[src/rtl/radix2_fft_core_assert.svh]
// ---------------------------------------------------------------------------
// radix2_fft_core assertion macros
// Implication checks, compiled out when SYNTH is defined.
// ---------------------------------------------------------------------------
`ifndef RADIX2_FFT_CORE_ASSERT_SVH
`define RADIX2_FFT_CORE_ASSERT_SVH

`ifndef SYNTH
`define R2FFT_ASSERT_IMPL(lbl, clk, rstn, a, b, msg) \
  lbl: assert property (@(posedge clk) disable iff (!rstn) (a) |-> (b)) else $error(msg);
`define R2FFT_ASSERT_NEXT(lbl, clk, rstn, a, b, msg) \
  lbl: assert property (@(posedge clk) disable iff (!rstn) (a) |=> (b)) else $error(msg);
`else
`define R2FFT_ASSERT_IMPL(lbl, clk, rstn, a, b, msg)
`define R2FFT_ASSERT_NEXT(lbl, clk, rstn, a, b, msg)
`endif

`endif

[src/rtl/r2fft_pkg.sv]
// ---------------------------------------------------------------------------
// r2fft_pkg
// Shared types, constants, twiddle tables and helpers of the FFT core.
// ---------------------------------------------------------------------------
package r2fft_pkg;

  localparam int MaxPoints = 64;
  localparam int AddrW     = 6;
  localparam int CntW      = 7;
  localparam int LogW      = 3;
  localparam int SmpW      = 16;
  localparam int BinW      = 22;
  localparam int TwW       = 16;
  localparam int TwIdxW    = 5;

  typedef struct packed {
    logic [CntW-1:0] len;
    logic [LogW-1:0] log2n;
  } cmd_t;

  typedef struct packed {
    logic             en;
    logic [AddrW-1:0] addr;
  } smp_rd_t;

  typedef enum logic [3:0] {
    S_IDLE, S_LD_RD, S_LD_WR, S_BF_RD, S_BF_M1, S_BF_M2, S_BF_AD, S_BF_WB,
    S_OUT_RD, S_OUT_LD
  } state_e;

  function automatic logic signed [TwW-1:0] tw_cos(input logic [TwIdxW-1:0] k);
    logic signed [TwW-1:0] v;
    unique case (k)
      5'd0: v = 16'sd32767;   5'd1: v = 16'sd32610;   5'd2: v = 16'sd32138;
      5'd3: v = 16'sd31357;   5'd4: v = 16'sd30274;   5'd5: v = 16'sd28899;
      5'd6: v = 16'sd27246;   5'd7: v = 16'sd25330;   5'd8: v = 16'sd23170;
      5'd9: v = 16'sd20788;   5'd10: v = 16'sd18205;  5'd11: v = 16'sd15447;
      5'd12: v = 16'sd12540;  5'd13: v = 16'sd9512;   5'd14: v = 16'sd6393;
      5'd15: v = 16'sd3212;   5'd16: v = 16'sd0;      5'd17: v = -16'sd3212;
      5'd18: v = -16'sd6393;  5'd19: v = -16'sd9512;  5'd20: v = -16'sd12540;
      5'd21: v = -16'sd15447; 5'd22: v = -16'sd18205; 5'd23: v = -16'sd20788;
      5'd24: v = -16'sd23170; 5'd25: v = -16'sd25330; 5'd26: v = -16'sd27246;
      5'd27: v = -16'sd28899; 5'd28: v = -16'sd30274; 5'd29: v = -16'sd31357;
      5'd30: v = -16'sd32138; 5'd31: v = -16'sd32610;
      default: v = 16'sd0;
    endcase
    return v;
  endfunction

  // sin(k) = cos(k - 16), with +1.0 held at 32767
  function automatic logic signed [TwW-1:0] tw_sin(input logic [TwIdxW-1:0] k);
    logic signed [TwW-1:0] v;
    if (k == 5'd0) begin
      v = 16'sd0;
    end else if (k < 5'd16) begin
      v = tw_cos(5'd16 - k);
    end else begin
      v = tw_cos(k - 5'd16);
    end
    return v;
  endfunction

  function automatic logic [LogW-1:0] log2_ceil(input logic [CntW-1:0] len);
    logic [AddrW-1:0] v;
    logic [LogW-1:0]  r;
    v = AddrW'(len - 7'd1);
    r = '0;
    for (int i = 0; i < AddrW; i++) begin
      if (v[i]) r = LogW'(i + 1);
    end
    return r;
  endfunction

  function automatic logic [AddrW-1:0] bit_rev(input logic [AddrW-1:0] i,
                                               input logic [LogW-1:0] l);
    logic [AddrW-1:0] r;
    for (int b = 0; b < AddrW; b++) begin
      r[b] = i[AddrW-1-b];
    end
    return r >> (LogW'(AddrW) - l);
  endfunction

  function automatic logic signed [BinW-1:0] sat22(input logic signed [BinW+2:0] v);
    logic signed [BinW-1:0] r;
    if (v > 25'sd2097151) begin
      r = 22'sh1FFFFF;
    end else if (v < -25'sd2097152) begin
      r = 22'sh200000;
    end else begin
      r = v[BinW-1:0];
    end
    return r;
  endfunction

endpackage

[src/rtl/r2fft_front.sv]
// ---------------------------------------------------------------------------
// r2fft_front
// Collects window samples into the sample store, issues one command per window.
// ---------------------------------------------------------------------------
module r2fft_front (
  input  logic                          clk_i,
  input  logic                          rst_ni,
  input  logic                          valid_i,
  output logic                          ready_o,
  input  logic signed [15:0]            sample_i,
  input  logic                          end_of_window_i,
  input  logic                          hold_i,
  output logic                          push_o,
  output r2fft_pkg::cmd_t               cmd_o,
  input  r2fft_pkg::smp_rd_t            smp_rd_i,
  output logic [r2fft_pkg::SmpW-1:0]    smp_data_o
);
  import r2fft_pkg::*;

  logic [SmpW-1:0] mem [MaxPoints];
  logic [CntW-1:0] count_q, count_d;
  logic [CntW-1:0] len;
  logic            accept, room;

  assign ready_o = !hold_i;
  assign accept  = valid_i && ready_o;
  assign room    = count_q < CntW'(MaxPoints);
  assign len     = room ? count_q + 7'd1 : count_q;
  assign push_o  = accept && end_of_window_i;
  assign cmd_o   = '{len: len, log2n: log2_ceil(len)};

  always_comb begin
    count_d = count_q;
    if (accept) begin
      if (end_of_window_i) count_d = '0;
      else if (room)       count_d = count_q + 7'd1;
    end
  end

  always_ff @(posedge clk_i or negedge rst_ni) begin
    if (!rst_ni) count_q <= '0;
    else         count_q <= count_d;
  end

  always_ff @(posedge clk_i) begin
    if (accept && room) mem[count_q[AddrW-1:0]] <= sample_i;
    if (smp_rd_i.en)    smp_data_o <= mem[smp_rd_i.addr];
  end

endmodule

[config.mk]
export PLATFORM = sky130hd
export DESIGN_NAME = r2fft_front
export DESIGN_NICKNAME = d
export VERILOG_FILES = /design/src/rtl/radix2_fft_core_assert.svh /design/src/rtl/r2fft_pkg.sv /design/src/rtl/r2fft_front.sv
export SDC_FILE = /design/constraint.sdc
export NUM_CORES = 1
export LEC_CHECK = 0
export ABC_CLOCK_PERIOD_IN_PS = 2500
export BUFFER_PORTS_ARGS = -buffer_cell sky130_fd_sc_hd__buf_2
export CAP_MARGIN = 20
export CELL_PAD_IN_SITES_DETAIL_PLACEMENT = 0
export CELL_PAD_IN_SITES_GLOBAL_PLACEMENT = 1
export CORE_ASPECT_RATIO = 1.4
export CORE_MARGIN = 2
export CORE_UTILIZATION = 53
export CTS_CLUSTER_SIZE = 10
export DETAILED_ROUTE_END_ITERATION = 8
export PLACE_DENSITY = 0.79
export SYNTH_ARGS = -nofsm -noshare
export SYNTH_HDL_FRONTEND = slang
export SYNTH_SLANG_ARGS = --single-unit
[constraint.sdc]
create_clock -name clk_i -period 2.5 [get_ports clk_i]
set_input_delay 0 -clock clk_i [delete_from_list [all_inputs] [get_ports clk_i]]
set_output_delay 0 -clock clk_i [all_outputs]
set_load 0.01 [all_outputs]
==> flow_summary_export.csv <==
group,metric,value,unit
routing,vias,20180,
yosys,synthArstFlopShare,0.6686,%
global_routing,grt_max_degree,65,
yosys,yosysWarnings,0,
floorplanning,die_y,330.5,µm
cts,cts_tree,"built",
routing,drt_iter0_drc,2415,
cells_and_area,final_cells,3160,
yosys,synth.distinct_cells,57,
sta,fin_skew,0.01713,ns
floorplanning,core,0.07534,mm²
cells_and_area,nFillCells,4980,
global_routing,grt_pass1_vias,20770,
setup_path,cp.required,2.50,ns
yosys,ys_ff_latch,1047,
yosys,netlist_instances,1853,
cts,h-tree-depth,3,
outcome,failed_checks,"negative setup slack",
setup_path,critPathCaptureType,"primary output",
yosys,synth-simple-area-share,2.424,%
sta,timing.fmax,371.7,MHz
pwr,peakVddDrop,681.3,µV
min_path,holdCritPathClass,"in -> reg",
yosys,synth_top_area_share,77.37,%
routing,finalWirelength,96160,µm
cts,cts_inserted_buffers,114,
routing,wl_per_cell,30.43,µm
floorplanning,die-area,0.07841,mm²
cells_and_area,drive_gt1_share,30.44,%
sta,timing.final.ws_setup,-0.1906,ns
yosys,synth_top_family_by_area,"multiplexers",
setup_path,cp_max_fo,3,
global_routing,grtUsageTotal,25.04,%
sta,setup_viol,3,
floorplanning,start_util,53.58,%
job,maxCapViolCount,0,
pwr,p_leak,15.12,nW
yosys,synthMuxAreaShare,14.74,%
cells_and_area,fin_util,61.93,%
global_routing,grt-ovfl-total,0,
min_path,hold_depth,2,
yosys,yosys.area_share.xor_xnor,0.2294,%
global_routing,grt_pass1_wl,140700,µm
place,placed_cells,2980,
place,port_buffers,55,
cells_and_area,syn_to_final_growth,15.60,%
sta,rsz0062_at_grt,"yes",
place,gp_congestion,0.8277,
setup_path,worstSetupPathType,"reg -> out",
floorplanning,rows,119,
sta,worstMarginPinSlew,0.9336,ns
yosys,netlist_area,0.04036,mm²
global_routing,antenna_found_initial,2,
yosys,yosysMostFrequentCell,"edfxtp_1",
cts,cts.reportedPaths.clkPinSlew,0.06,ns
sta,relSlewSlack,37.76,%
routing,via_per_inst,6.385,
outcome,status,"complete, but fails checks",
cts,cts.sinks,1047,
routing,drcViolationCount,0,
cts,clkLatencyLatePin,0.67,ns
yosys,synth-compound-area-share,3.174,%
sta,tns,-0.5446,ns
routing,ant_nets,0,
routing,first_pass_iters,5,
floorplanning,ioPinCount,56,
yosys,syn_nets,1884,
sta,finalHoldViolCount,0,
sta,post-route-period-util,107.6,%
yosys,synth_common_cells,"edfxtp_1, mux4_2, nor2_1",
pwr,p_total,36.01,mW
yosys,synthFlopType,"edfxtp_1",
place,dp_slack,-0.1839,ns
pwr,p_per_area,771.8,mW/mm²
sta,final.min_clock_period,2.691,ns
yosys,synthTopCellsByArea,"edfxtp_1, mux4_2, mux2i_1, a22oi_1, nor2_1",
setup_path,crit_arrival,2.69,ns
place,post-dp-hpwl,60060,µm
setup_path,reg2reg_depth,5,
cts,root_buffer,"clkbuf_16",
setup_path,worstSetupStartpointType,"flip-flop",
yosys,synth.avg_cell_area,21.78,µm²
yosys,synth_enable_flop_cells,1040,
sta,drv_slew,0,
yosys,yosysTopAreaCell,"edfxtp_1",
yosys,synth_adder_area_share,0.1178,%
cells_and_area,final_net_count,2192,
floorplanning,die_w,237.2,µm
cts,max-clock-path-buffers,3,
yosys,yosysSeqAreaShare,77.81,%
[metrics by stage]
| stage | hold WS (ns) | instance area [µm²] |
|---|---|---|
| floorplan | -0.2956 | 40360 |
| CTS | 0.002051 | 46580 |
| global route | 0.02329 | 46660 |
| detailed placement | -0.1430 | 43200 |
| global placement | -0.1482 | 43200 |
| finish | 0.02099 | 46660 |
[power breakdown]
part	total [mW]	internal [mW]	leakage, nW	switching (mW)
Clock	14.4	8.25	1.49	6.14
Sequential	19.4	19.4	9.45	0.0431
Combinational	2.17	0.893	4.18	1.28
[what timing repair did]
item	in CTS	in global routing
endpoints found under the hold margin	317	24
setup endpoints to repair	4	72
setup buffers	8	3
resized for setup	14	5
pin swaps	9	3
hold buffers	20	1
[critical path, cell delays in order (launching register included)]
cell      delay, ns
dfrtp_1        0.41
ha_4           0.27
or4b_4         0.49
a21oi_4        0.17
o221ai_1       0.15
a21o_1         0.19
a32oi_1        0.17
buf_2          0.16
[sequential cells by signal, indices dropped and copies added (netlist names)]
| name | count |
|---|---|
| mem | 1024 |
| smp_data_o | 16 |
| count_q | 7 |
[final timing paths]
| check | to | slack, ns | from |
|---|---|---|---|
| worst max-delay path | cmd_o[0] | -0.19 | count_q[1] |
| worst min-delay path | mem[40][8] | 0.02 | sample_i[8] |
| worst max register to register | mem[18][9] | 0.13 | count_q[6] |
| worst min register to register | count_q[2] | 0.67 | count_q[2] |
| max in group asynchronous | count_q[3] | 1.90 | rst_ni |
| min in group asynchronous | count_q[0] | 0.31 | rst_ni |
[layer usage]
| layer | global-route usage (%) | wire length, µm | vias to the layer above |
|---|---|---|---|
| li1 | - | - | 8357 |
| met4 | 8.504 | 2929 | 0 |
| met1 | 32.88 | 35860 | 10700 |
| met3 | 3.784 | 7202 | 143 |
| met5 | 0 | 0 | - |
| met2 | 43.37 | 50170 | 977 |
[cell type report]
type	instances	area [µm²]	area share (%)
well taps	968	1211	2.596
clock inverters	6	66.31	0.1421
diodes	1	2.502	0.005363
multi-input cells	696	8424	18.05
repair buffers	295	2529	5.419
inverters	7	26.28	0.05631
clock buffers	140	2993	6.414
flip-flops and latches	1047	31410	67.31
[cell families (layout without fill, tap and decap cells)]
| logic type | after synthesis | after routing |
|---|---|---|
| other | 0 | 1 |
| multiplexers | 288 | 288 |
| adder cells (fa/ha/maj) | 4 | 4 |
| buffers and inverters | 110 | 448 |
| flip-flops | 1047 | 1047 |
| AO/OA/AOI/OAI | 187 | 187 |
| XOR/XNOR | 6 | 6 |
| AND/OR/NAND/NOR | 211 | 211 |
[cells in the final DEF (no fill, tap or decap), types with 6 or more instances in the layout]
| cell type | Yosys | final |
|---|---|---|
| dlygate4sd3_1 | 0 | 21 |
| a21oi_1 | 33 | 33 |
| a22oi_1 | 57 | 57 |
| nor2_1 | 82 | 81 |
| nand2b_1 | 6 | 6 |
| clkbuf_1 | 21 | 24 |
| nand2_1 | 57 | 55 |
| nor3_1 | 13 | 13 |
| buf_4 | 27 | 188 |
| a221oi_1 | 8 | 8 |
| o21ai_1 | 8 | 8 |
| inv_1 | 7 | 6 |
| a211oi_1 | 11 | 11 |
| o22ai_1 | 31 | 31 |
| buf_2 | 47 | 52 |
| mux4_2 | 245 | 245 |
| clkbuf_16 | 0 | 116 |
| a22o_1 | 15 | 15 |
| a31oi_1 | 10 | 10 |
| edfxtp_1 | 1040 | 1040 |
| buf_12 | 0 | 29 |
| nand3_1 | 14 | 14 |
| nor2b_1 | 11 | 11 |
| mux2i_1 | 43 | 42 |
Power figures use the tool's default switching activity.
