<file path="config.mk">
export PLATFORM = sky130hd
export DESIGN_NAME = r2fft_cmd_fifo
export DESIGN_NICKNAME = d
export VERILOG_FILES = /design/src/rtl/radix2_fft_core_assert.svh /design/src/rtl/r2fft_pkg.sv /design/src/rtl/r2fft_cmd_fifo.sv
export SDC_FILE = /design/constraint.sdc
export NUM_CORES = 1
export LEC_CHECK = 0
export ABC_AREA = 1
export ABC_CLOCK_PERIOD_IN_PS = 1540
export BUFFER_PORTS_ARGS = -buffer_cell sky130_fd_sc_hd__buf_2
export CAP_MARGIN = 10
export CORE_AREA = 2 2 48 50
export DETAILED_ROUTE_END_ITERATION = 6
export DIE_AREA = 0 0 50 52
export GPL_TIMING_DRIVEN = 0
export PLACE_DENSITY = 0.74
export RECOVER_POWER = 50
export SETUP_SLACK_MARGIN = 0.05
export SLEW_MARGIN = 20
export SYNTH_ARGS = -nofsm -noshare
export SYNTH_HDL_FRONTEND = slang
export SYNTH_SLANG_ARGS = --single-unit
</file>
<file path="constraint.sdc">
create_clock -name clk_i -period 1.54 [get_ports clk_i]
set_input_delay 0 -clock clk_i [delete_from_list [all_inputs] [get_ports clk_i]]
set_output_delay 0 -clock clk_i [all_outputs]
set_load 0.1 [all_outputs]
</file>
<file path="src/rtl/radix2_fft_core_assert.svh">
// ---------------------------------------------------------------------------
// radix2_fft_core assertion macros
// Implication checks, compiled out when SYNTH is defined.
// ---------------------------------------------------------------------------
`ifndef RADIX2_FFT_CORE_ASSERT_SVH
`define RADIX2_FFT_CORE_ASSERT_SVH

`ifndef SYNTH
`define R2FFT_ASSERT_IMPL(lbl, clk, rstn, a, b, msg) \
  lbl: assert property (@(posedge clk) disable iff (!rstn) (a) |-> (b)) else $error(msg);
`define R2FFT_ASSERT_NEXT(lbl, clk, rstn, a, b, msg) \
  lbl: assert property (@(posedge clk) disable iff (!rstn) (a) |=> (b)) else $error(msg);
`else
`define R2FFT_ASSERT_IMPL(lbl, clk, rstn, a, b, msg)
`define R2FFT_ASSERT_NEXT(lbl, clk, rstn, a, b, msg)
`endif

`endif

</file>
<file path="src/rtl/r2fft_pkg.sv">
// ---------------------------------------------------------------------------
// r2fft_pkg
// Shared types, constants, twiddle tables and helpers of the FFT core.
// ---------------------------------------------------------------------------
package r2fft_pkg;

  localparam int MaxPoints = 64;
  localparam int AddrW     = 6;
  localparam int CntW      = 7;
  localparam int LogW      = 3;
  localparam int SmpW      = 16;
  localparam int BinW      = 22;
  localparam int TwW       = 16;
  localparam int TwIdxW    = 5;

  typedef struct packed {
    logic [CntW-1:0] len;
    logic [LogW-1:0] log2n;
  } cmd_t;

  typedef struct packed {
    logic             en;
    logic [AddrW-1:0] addr;
  } smp_rd_t;

  typedef enum logic [3:0] {
    S_IDLE, S_LD_RD, S_LD_WR, S_BF_RD, S_BF_M1, S_BF_M2, S_BF_AD, S_BF_WB,
    S_OUT_RD, S_OUT_LD
  } state_e;

  function automatic logic signed [TwW-1:0] tw_cos(input logic [TwIdxW-1:0] k);
    logic signed [TwW-1:0] v;
    unique case (k)
      5'd0: v = 16'sd32767;   5'd1: v = 16'sd32610;   5'd2: v = 16'sd32138;
      5'd3: v = 16'sd31357;   5'd4: v = 16'sd30274;   5'd5: v = 16'sd28899;
      5'd6: v = 16'sd27246;   5'd7: v = 16'sd25330;   5'd8: v = 16'sd23170;
      5'd9: v = 16'sd20788;   5'd10: v = 16'sd18205;  5'd11: v = 16'sd15447;
      5'd12: v = 16'sd12540;  5'd13: v = 16'sd9512;   5'd14: v = 16'sd6393;
      5'd15: v = 16'sd3212;   5'd16: v = 16'sd0;      5'd17: v = -16'sd3212;
      5'd18: v = -16'sd6393;  5'd19: v = -16'sd9512;  5'd20: v = -16'sd12540;
      5'd21: v = -16'sd15447; 5'd22: v = -16'sd18205; 5'd23: v = -16'sd20788;
      5'd24: v = -16'sd23170; 5'd25: v = -16'sd25330; 5'd26: v = -16'sd27246;
      5'd27: v = -16'sd28899; 5'd28: v = -16'sd30274; 5'd29: v = -16'sd31357;
      5'd30: v = -16'sd32138; 5'd31: v = -16'sd32610;
      default: v = 16'sd0;
    endcase
    return v;
  endfunction

  // sin(k) = cos(k - 16), with +1.0 held at 32767
  function automatic logic signed [TwW-1:0] tw_sin(input logic [TwIdxW-1:0] k);
    logic signed [TwW-1:0] v;
    if (k == 5'd0) begin
      v = 16'sd0;
    end else if (k < 5'd16) begin
      v = tw_cos(5'd16 - k);
    end else begin
      v = tw_cos(k - 5'd16);
    end
    return v;
  endfunction

  function automatic logic [LogW-1:0] log2_ceil(input logic [CntW-1:0] len);
    logic [AddrW-1:0] v;
    logic [LogW-1:0]  r;
    v = AddrW'(len - 7'd1);
    r = '0;
    for (int i = 0; i < AddrW; i++) begin
      if (v[i]) r = LogW'(i + 1);
    end
    return r;
  endfunction

  function automatic logic [AddrW-1:0] bit_rev(input logic [AddrW-1:0] i,
                                               input logic [LogW-1:0] l);
    logic [AddrW-1:0] r;
    for (int b = 0; b < AddrW; b++) begin
      r[b] = i[AddrW-1-b];
    end
    return r >> (LogW'(AddrW) - l);
  endfunction

  function automatic logic signed [BinW-1:0] sat22(input logic signed [BinW+2:0] v);
    logic signed [BinW-1:0] r;
    if (v > 25'sd2097151) begin
      r = 22'sh1FFFFF;
    end else if (v < -25'sd2097152) begin
      r = 22'sh200000;
    end else begin
      r = v[BinW-1:0];
    end
    return r;
  endfunction

endpackage

</file>
<file path="src/rtl/r2fft_cmd_fifo.sv">
// ---------------------------------------------------------------------------
// r2fft_cmd_fifo
// Two-entry window command queue between front and back.
// ---------------------------------------------------------------------------
module r2fft_cmd_fifo (
  input  logic            clk_i,
  input  logic            rst_ni,
  input  logic            push_i,
  input  r2fft_pkg::cmd_t din_i,
  input  logic            pop_i,
  output r2fft_pkg::cmd_t dout_o,
  output logic            empty_o,
  output logic            full_o
);
  import r2fft_pkg::*;

  cmd_t       slot_q [2];
  logic       wp_q, rp_q;
  logic [1:0] cnt_q;

  assign empty_o = cnt_q == 2'd0;
  assign full_o  = cnt_q == 2'd2;
  assign dout_o  = slot_q[rp_q];

  always_ff @(posedge clk_i or negedge rst_ni) begin
    if (!rst_ni) begin
      wp_q  <= 1'b0;
      rp_q  <= 1'b0;
      cnt_q <= 2'd0;
    end else begin
      if (push_i) wp_q <= !wp_q;
      if (pop_i)  rp_q <= !rp_q;
      cnt_q <= cnt_q + 2'(push_i) - 2'(pop_i);
    end
  end

  always_ff @(posedge clk_i) begin
    if (push_i) slot_q[wp_q] <= din_i;
  end

endmodule

</file>
==> out/results.txt, run 1 <==
The part of the cycle the worst path needs was 0.9022. Summed over all nets, the half-perimeter wirelength after detailed placement is 1.033 mm. By area the synthesized netlist is led by sky130_fd_sc_hd__edfxtp_1, sky130_fd_sc_hd__dfrtp_1, sky130_fd_sc_hd__o21ai_2. The netlist uses 10 different library cells. The overall overflow remaining after global route is 0, and the total DRC errors in the routed layout is 0.

In the layout the commonest cells are sky130_fd_sc_hd__edfxtp_1, sky130_fd_sc_hd__inv_1, sky130_fd_sc_hd__nand2_1, sky130_fd_sc_hd__dlygate4sd3_1, sky130_fd_sc_hd__clkbuf_4. Input and output buffers added on the ports amount to 25. After clock tree synthesis, the clock-pin slew on the worst setup and hold paths is 0.13 ns.

The signal on the critical path passes through buf_6, o21ai_2, clkbuf_4. The global placer's final weighted congestion was 0.6165; the post-detailed-route via-to-cell ratio was 4.378. The die covers 2600 um^2. The post-layout minimum cycle time was 1.389 ns; the worst slew margin relative to its limit was 0.6678. The tools report the first-pass GRT wire length as 2.408 mm.

Synthesis produced 77 cells. The multi-input combinational cells in the finished layout cover a total of 209.0 um^2. The final-report hold violation count was 0; the maximum buffer depth of the clock tree was 2.

The critical setup path kind was register to primary output. The end point of the worst hold path is slot_q[1][6]. For the placeable core region, the log shows 2106 um^2. The tree built by TritonCTS fans out to 24 sinks.

Final max-slew violation count: 0. The worst register-to-register path begins at wp_q. The number of global-route vias before repair was 625. The synthesized netlist occupies a cell area of 993.5 um^2.

Along the worst hold path, the cell count comes to 2. The tools report the CTS buffer count as 3. The tools report the global-route total usage across every layer as 0.1301. The run gives 0.30 ns as the clock insertion delay at the later pin of the skew report.

The critical path capture point type is a primary output. In this run the cell area measured after placement is 1154 um^2. The flow ran to the end, and the final reports show no timing, DRC or antenna violations. Between clock sinks in the finished design, the worst skew comes to 0.01004 ns. In this run the worst path has a maximum fanout of 10.

After routing the design area is 1366 um^2. Delay of the slowest cell on the worst path: 0.44 ns. The logs give 0 for the synthesis warning total and 0 for the count of maximum capacitance violations. In this run the critical register-to-register path is captured at slot_q[0][3]. Across the whole layout, storage elements account for 700.7 um^2. The H-tree level count was 1. Starting density of the core: 0.4718. The tools report the minimum hold slack as 0.4105 ns. Based on the critical path, the design can be clocked at up to 719.7 MHz. The logs give 0 for the remaining antenna violation count and 0 for the initial antenna violation count. A synthesized cell averages 12.90 um^2. From left edge to right edge, the die measures 50 um.

Setup repair after global routing left no endpoint under its margin. The final layout contains 137 nets. The most common cell after layout, fill and taps aside is sky130_fd_sc_hd__edfxtp_1. The tools report the setup TNS after final layout as 0 ns. After floorplanning, the core was divided into 17 placement rows. The number of nets in the synthesized netlist is 93. The tools report the source of the worst hold timing path as din_i[6]. After the first detailed-routing iteration, the DRC count stood at 5. The layout overhead on the synthesized area came out at 37.53%.

The tightest min-delay check is of the input port to register type. For this run, the detailed router's first-pass iteration total came to 3. Kind of start point of the critical path: a register.

sky130_fd_sc_hd__edfxtp_1 takes more of the synthesized area than any other cell. The detailed-route wire length per cell was 10.14 um; the total inserted antenna cells was 0. Once the clock tree was built, the setup fixing pass inserted 0 buffers.

Share of Yosys cell area claimed by the top area cell type: 0.6045. For this block, the routed nets add up to 1.500 mm of wire. The fraction of layout cells with a size suffix above 1 is 0.3000, and the final number of setup-violating endpoints is 0. The slowest cell on the critical path is sky130_fd_sc_hd__dfrtp_1. STA puts the critical path data required time at 1.54 ns.

For the share of synthesized area occupied by flip-flops and latches, the log shows 0.7053. Clock root buffer: sky130_fd_sc_hd__clkbuf_4. The number of primary I/O pins was 26; the worst reg-to-reg path cell count was 1. Counting flops and latches in the post-synthesis netlist gives 24. From bottom edge to top edge, the die measures 52 um. The slew of the pin with the lowest slew margin came out at 0.4978 ns. TritonCTS built the clock tree. Entering global routing, the biggest net connects 15 pins. For the total of fill cells in the finished design, the log shows 167. The logs give 648 for the routed via count and 0.31 ns for the reg-to-reg setup timing slack. For the worst setup path, the data arrival time is 1.39 ns.
-- synth_stat cells --
cell type,instances
sky130_fd_sc_hd__xor2_1,2
sky130_fd_sc_hd__nand3_1,1
sky130_fd_sc_hd__nor2_1,3
sky130_fd_sc_hd__dfrtp_1,4
sky130_fd_sc_hd__edfxtp_1,20
sky130_fd_sc_hd__buf_6,2
sky130_fd_sc_hd__inv_1,17
sky130_fd_sc_hd__ha_1,2
sky130_fd_sc_hd__o21ai_2,10
sky130_fd_sc_hd__nand2_1,16
-- critical path: cells and delay by family (launching register included) --
family | cells | cell delay (ns)
buf+inv | 2 | 0.51
flops | 1 | 0.44
compound gates | 1 | 0.13
-- cell families (layout without fill, tap and decap cells) --
family | after synthesis | count (layout) | synth area share
AOI/OAI and AO/OA | 10 | 10 | 0.08816
xor gates and xnor gates | 2 | 2 | 0.01764
adders and majority gates | 2 | 2 | 0.02518
buffers and inverters | 19 | 62 | 0.08690
DFF | 24 | 24 | 0.7053
and+or+nand+nor | 20 | 20 | 0.07682
-- metrics by stage --
stage	setup WS, ns	instances	util
floorplan	-0.1078	77	-
global placement	0.1074	130	0.5478
detailed placement	0.08960	130	0.5478
CTS	0.05014	148	0.6417
global route	0.08027	148	0.6488
finish	0.1506	148	0.6488
-- state kept, by name, summed over array words and instances (netlist names) --
name	count
cnt_q	2
rp_q	1
slot_q	20
wp_q	1
-- metal layers --
metal / up-vias / global-route usage / wire (um)
met3: 2 / 0.02586 / 52
met5: - / 0 / 0
li1: 333 / - / -
met4: 0 / 0.06944 / 19
met2: 17 / 0.2610 / 840
met1: 296 / 0.1209 / 587
-- timing repair --
action	CTS	global route
hold endpoints to repair	27	0
setup endpoints to repair	2	11
hold buffers	14	0
resized for setup	2	9
-- worst max path at each step --
stage,end,slack [ns],startpoint
final,dout_o[9],0.15,rp_q
after CTS,dout_o[3],0.05,rp_q
after floorplan,full_o,-0.11,cnt_q[1]
after global placement,slot_q[0][1],0.11,wp_q
after detailed placement,slot_q[0][1],0.09,wp_q
after global routing,dout_o[9],0.08,rp_q
-- cell type report --
type / count / area share
sequential: 24 / 0.5128
timing repair buffer: 39 / 0.2070
multi-input combinational: 34 / 0.1529
inverter: 17 / 0.04670
tap: 28 / 0.02564
clock inverter: 1 / 0.02198
clock buffer: 3 / 0.01648
buffer: 2 / 0.01648
Power of run 1 is not shown: default switching activity piles up to over one toggle a cycle in this logic, so the estimate is an artifact.
==> run 2, diff against run 1 <==
--- a/config.mk
+++ b/config.mk
@@ -9,11 +9,10 @@
 export ABC_CLOCK_PERIOD_IN_PS = 1540
 export BUFFER_PORTS_ARGS = -buffer_cell sky130_fd_sc_hd__buf_2
 export CAP_MARGIN = 10
-export CORE_AREA = 2 2 48 50
+export CORE_AREA = 2 2 52 54
 export DETAILED_ROUTE_END_ITERATION = 6
-export DIE_AREA = 0 0 50 52
+export DIE_AREA = 0 0 54 56
 export GPL_TIMING_DRIVEN = 0
-export PLACE_DENSITY = 0.74
 export RECOVER_POWER = 50
 export SETUP_SLACK_MARGIN = 0.05
 export SLEW_MARGIN = 20
==> run 2 against run 1 <==
- critical path type unchanged
- routed wire length up 14%
- worst hold slack got worse by 0.0086 ns
- cell count increased by 1.4%
- worst setup slack better by 0.00069 ns
- first-iteration DRC count grew 20%
- core utilization decreased by 9.3 points
- via count up 1.2%
==> out/results.txt, run 2 (synthesized netlist as in run 1, its figures left out) <==
Wires add up to 1.706 mm. The CTS clock-pin slew for the worst setup and hold paths is 0.13 ns. The longest clock path from root to sink contains 2 buffers. The path type of the worst min-delay path was input port to register. Summing all flip-flop and latch instances after layout gives 700.7 um^2. The tools report the largest net degree at the start of global routing as 14. The startpoint of the worst-slack reg-to-reg timing path is wp_q. The library cells used most frequently in the layout, excluding fill and tap cells, are sky130_fd_sc_hd__edfxtp_1, sky130_fd_sc_hd__inv_1, sky130_fd_sc_hd__nand2_1, sky130_fd_sc_hd__dlygate4sd3_1. The remaining antenna violation count is 0, and the layout overhead on the synthesized area is 36.15%.

The area of all placed cells without fillers is 1353 um^2. The first routing iteration left 6 violations. The HPWL after detailed placement is 1.131 mm.

The setup TNS after final layout is 0 ns, and the maximum clock skew at final layout is 0.004505 ns. The tools report the final-report hold violation count as 0. 0 antenna diodes ended up in the layout.

The initial antenna violation count is 0. Register with the highest flop count: slot_q. The total of fill cells in the finished design came out at 232. The tool flagged a number of max-cap violations equal to 0. The critical path starts at rp_q. The floorplan step set the die height to 56 um.

STA classifies the critical path startpoint as a register. At the end of the flow, the number of nets in the layout was 137. The die is 54 um wide. The library cell used most frequently in the layout, excluding fill and tap cells, is sky130_fd_sc_hd__edfxtp_1. The H-tree level count is 1, and the global-route total usage across every layer is 0.1243.

The number of buffers inserted by port buffering came out at 25. The final number of setup-violating endpoints was 0. The largest registers in the layout are slot_q (20), cnt_q (2).

The die covers 3024 um^2. For this design, the sink count on the clock tree is 24. The reg-to-reg setup timing slack came out at 0.30 ns. The critical path capture point type was a primary output. The post-layout minimum cycle time was 1.389 ns.

Setup repair after global routing left no endpoint under its margin. The top achievable clock speed is 720.1 MHz, and the detailed-route wire length per cell is 11.37 um. The number of global-route vias before repair came out at 628. Dividing the detail-routed via count by the number of cells gives 4.373.

Counting the buffers created by CTS gives 3. The run finished with clean final reports. The routed layout has 656 vias.

Summing all placed instances gives a cell area of 1156 um^2. The first global-routing pass estimated 2.670 mm of wire. In the final layout, the multi-input gates occupy 209.0 um^2. The congestion estimate from routability-driven global placement came to 0.7056. For this run, the detailed router's first-pass iteration total came to 4. Buffer count from post-CTS setup fixing: 0. The part of the cycle the worst path needs came out at 0.9018. The tools report the final max-slew violation count as 0.

The logs give 0.4084 for the starting density of the core and 18 for the count of standard-cell rows. Data arrives at the worst endpoint at 1.39 ns. TritonCTS built the clock tree.

The tools report the clock root buffer as sky130_fd_sc_hd__clkbuf_4. The worst setup path is of the register to primary output kind. The run gives 26 as the number of primary I/O pins.

In the routed design, unresolved DRC markers number 0. In this run the worst path has a maximum fanout of 10. Clock latency on the worst-skew pair, taken at its later pin, is 0.31 ns. In this run the standard cell core region covers 2432 um^2.

For the pin with the worst max-slew slack, the measured transition is 0.5349 ns. STA puts the critical path data required time at 1.54 ns. The tools report the worst slew margin relative to its limit as 0.6430. The worst hold path begins at din_i[7].

The fraction of layout cells with a size suffix above 1 was 0.3000. The tools report the overall overflow remaining after global route as 0. The register with the most flip-flops in the layout has 20 of them.
==> run 2: cell types whose count changed in the layout (fill, tap and decap cells not counted) <==
cell,before,now
sky130_fd_sc_hd__clkbuf_1,6,5
sky130_fd_sc_hd__clkbuf_8,0,1
sky130_fd_sc_hd__buf_1,0,1
sky130_fd_sc_hd__buf_4,2,10
sky130_fd_sc_hd__bufinv_16,1,0
sky130_fd_sc_hd__clkbuf_4,11,3
==> run 2: final timing paths <==
check / to / cells after the start
setup reg to reg: slot_q[0][9] / 1
max in group asynchronous: cnt_q[1] / 3
setup / recovery: dout_o[3] / 3
hold reg to reg: wp_q / 1
hold / removal: slot_q[1][7] / 2
min in group asynchronous: cnt_q[0] / 3
==> run 2: metal layers <==
metal	part of all wire	routed length [um]	up-vias	track usage
li1	-	-	330	-
met1	0.40	683	306	0.1406
met2	0.54	929	18	0.2108
met3	0.045	77	2	0.02688
met4	0.0088	15	0	0.06429
met5	0	0	-	0
==> run 2: critical path, stage by stage, from the launching register on <==
cell and delay, ns:
sky130_fd_sc_hd__dfrtp_1 0.44, sky130_fd_sc_hd__buf_6 0.18, sky130_fd_sc_hd__o21ai_2 0.15, sky130_fd_sc_hd__buf_4 0.31
==> run 2: what timing repair did <==
action,4_1_cts,5_1_grt
hold buffers,14,0
endpoints found under the hold margin,27,0
resized for setup,11,0
setup endpoints to repair,20,0
==> run 2: final cells by class <==
class,count,share of cell area
plain buffers,2,0.01665
clock buffers,4,0.02683
inverters,17,0.04718
multi-input cells,34,0.1545
flip-flops and latches,24,0.5180
well taps,30,0.02775
repair buffers,39,0.2091
==> run 2: stage by stage <==
stage	hold slack, ns	worst slack, ns	utilization	cells
detailed placement	-0.1881	0.04756	0.4753	132
finish	0.4019	0.1513	0.5561	150
floorplan	-0.2956	-0.1078	-	77
global placement	-0.1878	0.02735	0.4753	132
global route	0.3875	0.07251	0.5561	150
CTS	0.3866	0.1359	0.5592	150
Power of run 2 is left out for the same reason.
